File: src/rtl/core/nnis_pkg.sv
package nnis_pkg;

  // Fixed point: steps carry 16 fraction bits.
  localparam int unsigned FRAC_BITS  = 16;

  // Register and field widths.
  localparam int unsigned SRC_DIM_W  = 9;
  localparam int unsigned DST_DIM_W  = 13;
  localparam int unsigned COLOR_W    = 8;
  localparam int unsigned PIXEL_W    = 3 * COLOR_W;
  localparam int unsigned CFG_IDX_W  = 3;
  localparam int unsigned CFG_DATA_W = DST_DIM_W;

  // Derived datapath widths.
  localparam int unsigned STEP_W  = SRC_DIM_W + FRAC_BITS;
  localparam int unsigned PROD_W  = DST_DIM_W + STEP_W;
  localparam int unsigned COORD_W = PROD_W - FRAC_BITS;

  // Defaults for the top-level parameters and the reset dimensions.
  localparam int unsigned DEF_MAX_SRC_WIDTH  = 256;
  localparam int unsigned DEF_MAX_SRC_HEIGHT = 256;
  localparam int unsigned DEF_MAX_DST_SIZE   = 4096;
  localparam int unsigned DIM_RESET          = 256;

  typedef enum logic [CFG_IDX_W-1:0] {
    REG_SOURCE_WIDTH  = 3'd0,
    REG_SOURCE_HEIGHT = 3'd1,
    REG_TARGET_WIDTH  = 3'd2,
    REG_TARGET_HEIGHT = 3'd3
  } cfg_reg_t;

  typedef enum logic {
    FUNC_LOAD  = 1'b0,
    FUNC_FETCH = 1'b1
  } func_t;

  typedef enum logic [3:0] {
    S_COL_START,
    S_COL_WAIT,
    S_ROW_START,
    S_ROW_WAIT,
    S_IDLE,
    S_MUL,
    S_CLAMP,
    S_ADDR,
    S_READ,
    S_DELIVER
  } state_t;

  // Controller to datapath.
  typedef struct packed {
    logic in_ready;
    logic in_take;
    logic div_start;
    logic div_row;
    logic col_step_load;
    logic row_step_load;
    logic mul_en;
    logic clamp_en;
    logic addr_en;
    logic read_en;
    logic out_load;
  } cmd_t;

  // Datapath to controller.
  typedef struct packed {
    logic cfg_hit;
    logic in_valid;
    logic in_fetch;
    logic frame_full;
    logic div_busy;
    logic out_free;
  } status_t;

  // A zero dimension counts as one, a dimension above its maximum as the maximum.
  function automatic logic [SRC_DIM_W-1:0] clamp_src(input logic [SRC_DIM_W-1:0] v,
                                                     input int unsigned maxv);
    logic [SRC_DIM_W-1:0] r;
    if (v == '0) begin
      r = SRC_DIM_W'(1);
    end else if (32'(v) > maxv) begin
      r = SRC_DIM_W'(maxv);
    end else begin
      r = v;
    end
    return r;
  endfunction

  function automatic logic [DST_DIM_W-1:0] clamp_dst(input logic [DST_DIM_W-1:0] v,
                                                     input int unsigned maxv);
    logic [DST_DIM_W-1:0] r;
    if (v == '0) begin
      r = DST_DIM_W'(1);
    end else if (32'(v) > maxv) begin
      r = DST_DIM_W'(maxv);
    end else begin
      r = v;
    end
    return r;
  endfunction

endpackage

File: src/rtl/core/nnis_ctrl.sv
// Sequencer: step computation after reset or a dimension write, then
// one load per cycle or one fetch through the lookup pipeline.
module nnis_ctrl (
  input  logic                clk,
  input  logic                rst_n,
  input  nnis_pkg::status_t   sts,
  output nnis_pkg::cmd_t      cmd
);

  nnis_pkg::state_t state_r;
  nnis_pkg::state_t state_nxt;

  always_ff @(posedge clk) begin
    if (!rst_n) begin
      state_r <= nnis_pkg::S_COL_START;
    end else begin
      state_r <= state_nxt;
    end
  end

  always_comb begin
    state_nxt = state_r;
    if (sts.cfg_hit) begin
      state_nxt = nnis_pkg::S_COL_START;
    end else begin
      case (state_r)
        nnis_pkg::S_COL_START: state_nxt = nnis_pkg::S_COL_WAIT;
        nnis_pkg::S_COL_WAIT: begin
          if (!sts.div_busy) state_nxt = nnis_pkg::S_ROW_START;
        end
        nnis_pkg::S_ROW_START: state_nxt = nnis_pkg::S_ROW_WAIT;
        nnis_pkg::S_ROW_WAIT: begin
          if (!sts.div_busy) state_nxt = nnis_pkg::S_IDLE;
        end
        nnis_pkg::S_IDLE: begin
          if (sts.in_valid && sts.in_fetch && sts.frame_full) begin
            state_nxt = nnis_pkg::S_MUL;
          end
        end
        nnis_pkg::S_MUL:   state_nxt = nnis_pkg::S_CLAMP;
        nnis_pkg::S_CLAMP: state_nxt = nnis_pkg::S_ADDR;
        nnis_pkg::S_ADDR:  state_nxt = nnis_pkg::S_READ;
        nnis_pkg::S_READ:  state_nxt = nnis_pkg::S_DELIVER;
        nnis_pkg::S_DELIVER: begin
          if (sts.out_free) state_nxt = nnis_pkg::S_IDLE;
        end
        default: state_nxt = nnis_pkg::S_COL_START;
      endcase
    end
  end

  always_comb begin
    cmd = '0;
    if (!sts.cfg_hit) begin
      case (state_r)
        nnis_pkg::S_COL_START: cmd.div_start = 1'b1;
        nnis_pkg::S_COL_WAIT:  cmd.col_step_load = !sts.div_busy;
        nnis_pkg::S_ROW_START: begin
          cmd.div_start = 1'b1;
          cmd.div_row   = 1'b1;
        end
        nnis_pkg::S_ROW_WAIT: begin
          cmd.div_row       = 1'b1;
          cmd.row_step_load = !sts.div_busy;
        end
        nnis_pkg::S_IDLE: begin
          cmd.in_ready = 1'b1;
          cmd.in_take  = sts.in_valid;
        end
        nnis_pkg::S_MUL:     cmd.mul_en   = 1'b1;
        nnis_pkg::S_CLAMP:   cmd.clamp_en = 1'b1;
        nnis_pkg::S_ADDR:    cmd.addr_en  = 1'b1;
        nnis_pkg::S_READ:    cmd.read_en  = 1'b1;
        nnis_pkg::S_DELIVER: cmd.out_load = sts.out_free;
        default: cmd = '0;
      endcase
    end
  end

endmodule

File: config.mk
export PLATFORM = sky130hd
export DESIGN_NAME = nnis_ctrl
export DESIGN_NICKNAME = d
export VERILOG_FILES = /design/src/rtl/core/nnis_pkg.sv /design/src/rtl/core/nnis_ctrl.sv
export SDC_FILE = /design/constraint.sdc
export NUM_CORES = 1
export LEC_CHECK = 0
export ABC_AREA = 1
export BUFFER_PORTS_ARGS = -buffer_cell sky130_fd_sc_hd__clkbuf_2
export CAP_MARGIN = 5
export CORE_AREA = 2 2 39 41
export CTS_CLUSTER_DIAMETER = 30
export DETAILED_ROUTE_END_ITERATION = 10
export DIE_AREA = 0 0 41 43
export SLEW_MARGIN = 20
export SYNTH_ARGS = -nofsm -noshare
export SYNTH_HDL_FRONTEND = slang
export SYNTH_SLANG_ARGS = --single-unit
File: constraint.sdc
create_clock -name clk -period 2.4 [get_ports clk]
set_input_delay 0.36 -clock clk [delete_from_list [all_inputs] [get_ports clk]]
set_output_delay 0.36 -clock clk [all_outputs]
set_load 0.01 [all_outputs]
## After elaboration in Yosys (flattened, before gate mapping)

Index checks and enable logic that the tools add are counted.

| word-level totals | value |
|---|---|
| word-level logic and storage cells | 39 |
| register bits | 4 |
| memories | 0 |
| input bits | 8 |
| RAM bits | 0 |
| ROM bits | 0 |
| latch bits | 0 |
| output and inout port bits | 11 |

| operators by class | value |
|---|---|
| bitwise operators | 1 |
| div/mod/pow operators | 0 |
| add/sub/neg operators | 0 |
| $mul | 0 |
| reductions and logical operators | 8 |
| $lt $le $gt $ge | 0 |
| equality and inequality tests | 13 |
| mux-type cells | 16 |
| shift operators | 0 |

Operators by type and width:

| cell | number |
|---|---|
| case mux 4 bit (10 select lines) | 1 |
| equality test 4 x 3 -> 1 bit (second input constant) | 4 |
| 2-to-1 mux 4 bit | 4 |
| 2-to-1 mux 11 bit | 1 |
| 2-to-1 mux 1 bit | 9 |
| equality test 4 x 2 -> 1 bit (second input constant) | 2 |
| equality test 4 bit (second input constant) | 2 |
| inequality test 2 bit (second input constant) | 4 |
| OR reduction 2 bit | 3 |
| equality test 4 x 1 -> 1 bit (second input constant) | 1 |
| zero test 4 bit | 1 |
| AND reduction 4 bit | 1 |
| logical AND 1 bit | 2 |
| 2-to-1 mux 2 bit | 1 |
| zero test 1 bit | 1 |
| NOT 1 bit | 1 |

## Depth between registers and ports, before layout

| logic depth | value |
|---|---|
| word-level depth | 4 |
| mapped depth | 8 |
| mapped depth without buffers | 7 |

## Least setup slack after synthesis

OpenSTA, ideal clock, no wires.

| path | value |
|---|---|
| path kind | register -> output |
| start point | register state_r[0] |
| end point | output cmd[9] in the netlist's numbering |
| slack | 1072 ps |
| stages on the path, launching flop included | 5 |
| data arrival time | 968 ps |
| data required time | 2040 ps |
| buffers on the path | 1 |
| cell sequence | dfxtp_1 > buf_4 > nor2_2 > nand2_1 > nor3b_1 |

RTL lines:

| element | line | source |
|---|---|---|
| from (decl) | nnis_ctrl.sv:10 | `nnis_pkg::state_t state_r;` |
| from (signal assigned) | nnis_ctrl.sv:15 | `state_r <= nnis_pkg::S_COL_START;` |
| from (signal assigned) | nnis_ctrl.sv:17 | `state_r <= state_nxt;` |
| to (decl) | nnis_ctrl.sv:7 | `output nnis_pkg::cmd_t cmd` |

==> impl_metrics.ini <==
[final_layout]
fillerInstances = 160
seqCellArea_um2 = 80.1
diodes = 0
nets = 92
area_growth_pct = 31.6
top_regs = state_r (4)
regMostFlops = state_r
largest_reg_flops = 4
multi_input_area_um2 = 246
layout-drive-gt1-share_pct = 39.0

[clock_network]
clockBufferDepth = 2
h-tree-depth = 1
clock-sinks = 4
insertion_delay_ns = 0.24
cts-root-buf = clkbuf_4
postCtsResizedCells = 0
cts_tree = built
cts_setup_buffers = 0
holdBufCountCts = 0
path_clk_slew_ns = 0.04
cts_inserted_buffers = 3

[drt]
wl_met3_um = 35
wl_met2_um = 487
top_layer = met4
first_iter_violations = 4
first_pass_iters = 2
vias = 443
wl_met1_um = 405
wl_um = 938
drt-vias-per-instance = 4.52
drc = 0
post_drt_wl_per_cell_um = 9.57
antenna_left = 0

[timing]
rsz0062_at_grt = false
finalHoldViolations = 0
fin_hold_ws_ns = 0.354
finalSetupTns_ns = 0
drv_slew = 0
fin_crit_sh_pct = 72.5
period_needed_ns = 1.74
fmax_mhz = 575
setup_violations = 0
max_slew_margin_pct = 77.3
tightest_slew_ns = 0.340
skew_ns = 0.00443

[synth]
async_flop_share_pct = 0
netlist_instances = 63
yosys.cell_types.count = 16
ys_top_cells_by_count = 13 x nand2_1, 11 x nor2_1, 8 x inv_1
synth_top_area_share_pct = 21.1
synth.most_common_cell = nand2_1
synth_top_area_cell = dfxtp_1
netlist_area_um2 = 380
synth_seq_area_share_pct = 21.1
synth_edf_count = 0
avgSynthCellArea_um2 = 6.04
postSynthRegisterBits = 4
synth-main-ff-cell = dfxtp_1
syn-num-nets = 71
ys_top_cells_by_area = dfxtp_1 21%, nand2_1 13%, nor2_1 11%
yosys_warnings = 0

[worst_setup_path]
r2r_end = state_r[1]
endpoint_kind = output port
path_class = reg2out
cp-start-kind = flip-flop
r2r_setup_slack_ns = 1.23
worst_r2r_path_depth = 7
critPathArrivalTime_ns = 1.38
r2r-start = state_r[0]
crit_fanout = 8
required_ns = 2.04

[hold_path]
hold_depth = 3
hold_class = in2reg
hold_start = rst_n
min_to = state_r[3]

[floorplan]
die_x_um = 41
rows = 14
die_height_um = 43
initial_core_util_pct = 27.5
die-area_um2 = 1760
pin_count = 19
core_um2 = 1380

[global_routing]
antenna_found_initial = 0
grt_pass1_vias = 395
grt_overflow = 0
grt_pass1_wl_mm = 1.43
grt_use_total_pct = 12.1
grt_max_degree = 10

[place]
portBuffers = 18
hpwl_um = 808
place_congestion = 0.775

[power]
seqPwrFrac_pct = 37.4
cellPowerDensity_nw_per_um2 = 401
irDropWorstVdd_mv = 0.132
switchingPower_w = 0.0000588
internal_power_w = 0.000142
p_comb_share_pct = 20.7
p_leak_nw = 0.255
pwr-share-clk_pct = 41.9
swShare_pct = 29.3

[outcome]
run_status = finished clean

[run]
drv_cap = 0
## power by group through the flow
stage / Combinational [W] / Clock [W] / Sequential (W)
finish: 0.0000416 / 0.0000841 / 0.0000751
global route: 0.0000481 / 0.0000936 / 0.0000756
CTS: 0.0000421 / 0.0000880 / 0.0000751
detailed placement: 0.0000418 / 0 / 0.0000761
global placement: 0.0000415 / 0 / 0.0000762
floorplan: 0.0000322 / 0 / 0.0000728
## cells in the final DEF, fill, tap and decap left out, types with 3 or more instances in the layout
cell and count:
a21oi_1 3, nand2_1 13, inv_2 3, inv_1 8, nand3_2 3, clkbuf_4 3, nor2_4 3, nor2_1 11
dfxtp_1 4, nand3_1 3, nor3_1 6, clkbuf_2 18
## how the worst max path moves through the flow
stage               cells after the start  endpoint       start  slack [ns]
detailed placement                      5    cmd[5]  state_r[0]        0.92
global route                            5    cmd[5]  state_r[0]        0.53
global placement                        5    cmd[5]  state_r[0]        0.91
floorplan                               4    cmd[9]  state_r[0]        1.07
finish                                  5    cmd[5]  state_r[0]        0.66
CTS                                     5    cmd[5]  state_r[0]        0.65
## cell type report
class / instances / area share, %
Sequential cell: 4 / 16.0
Inverter: 11 / 8.25
Timing Repair Buffer: 18 / 18.0
Multi-Input combinational cell: 46 / 49.2
Tap cell: 16 / 4.00
Clock buffer: 3 / 4.50
## per-stage QoR
step	instance area [µm²]	worst slack, ns	utilization [%]	cells	total power (W)
final	500	0.660	36.2	98	0.000201
after global routing	500	0.529	36.2	98	0.000217
after CTS	500	0.654	36.2	98	0.000205
after detailed placement	478	0.916	34.5	95	0.000118
after global placement	478	0.907	34.5	95	0.000118
after floorplan	380	1.07	-	63	0.000105
## cell families after synthesis
kind of cell	synth area share, %
AND/OR/NAND/NOR	60.9
buffers and inverters	14.1
flip-flops	21.1
AO/OA/AOI/OAI	3.95
## layer usage
| metal | track usage, % | vias up |
|---|---|---|
| met5 | 0 | - |
| met4 | 8.00 | 0 |
| met3 | 3.14 | 2 |
| met2 | 20.6 | 12 |
| met1 | 11.9 | 192 |
| li1 | - | 237 |
## critical path, cell delays in order (launching register included)
cell      delay, ns
dfxtp_1        0.51
nand2_1        0.15
inv_1          0.12
nand2_1        0.07
nor3_1         0.14
clkbuf_2       0.16
(Power assumes the default switching activity.)
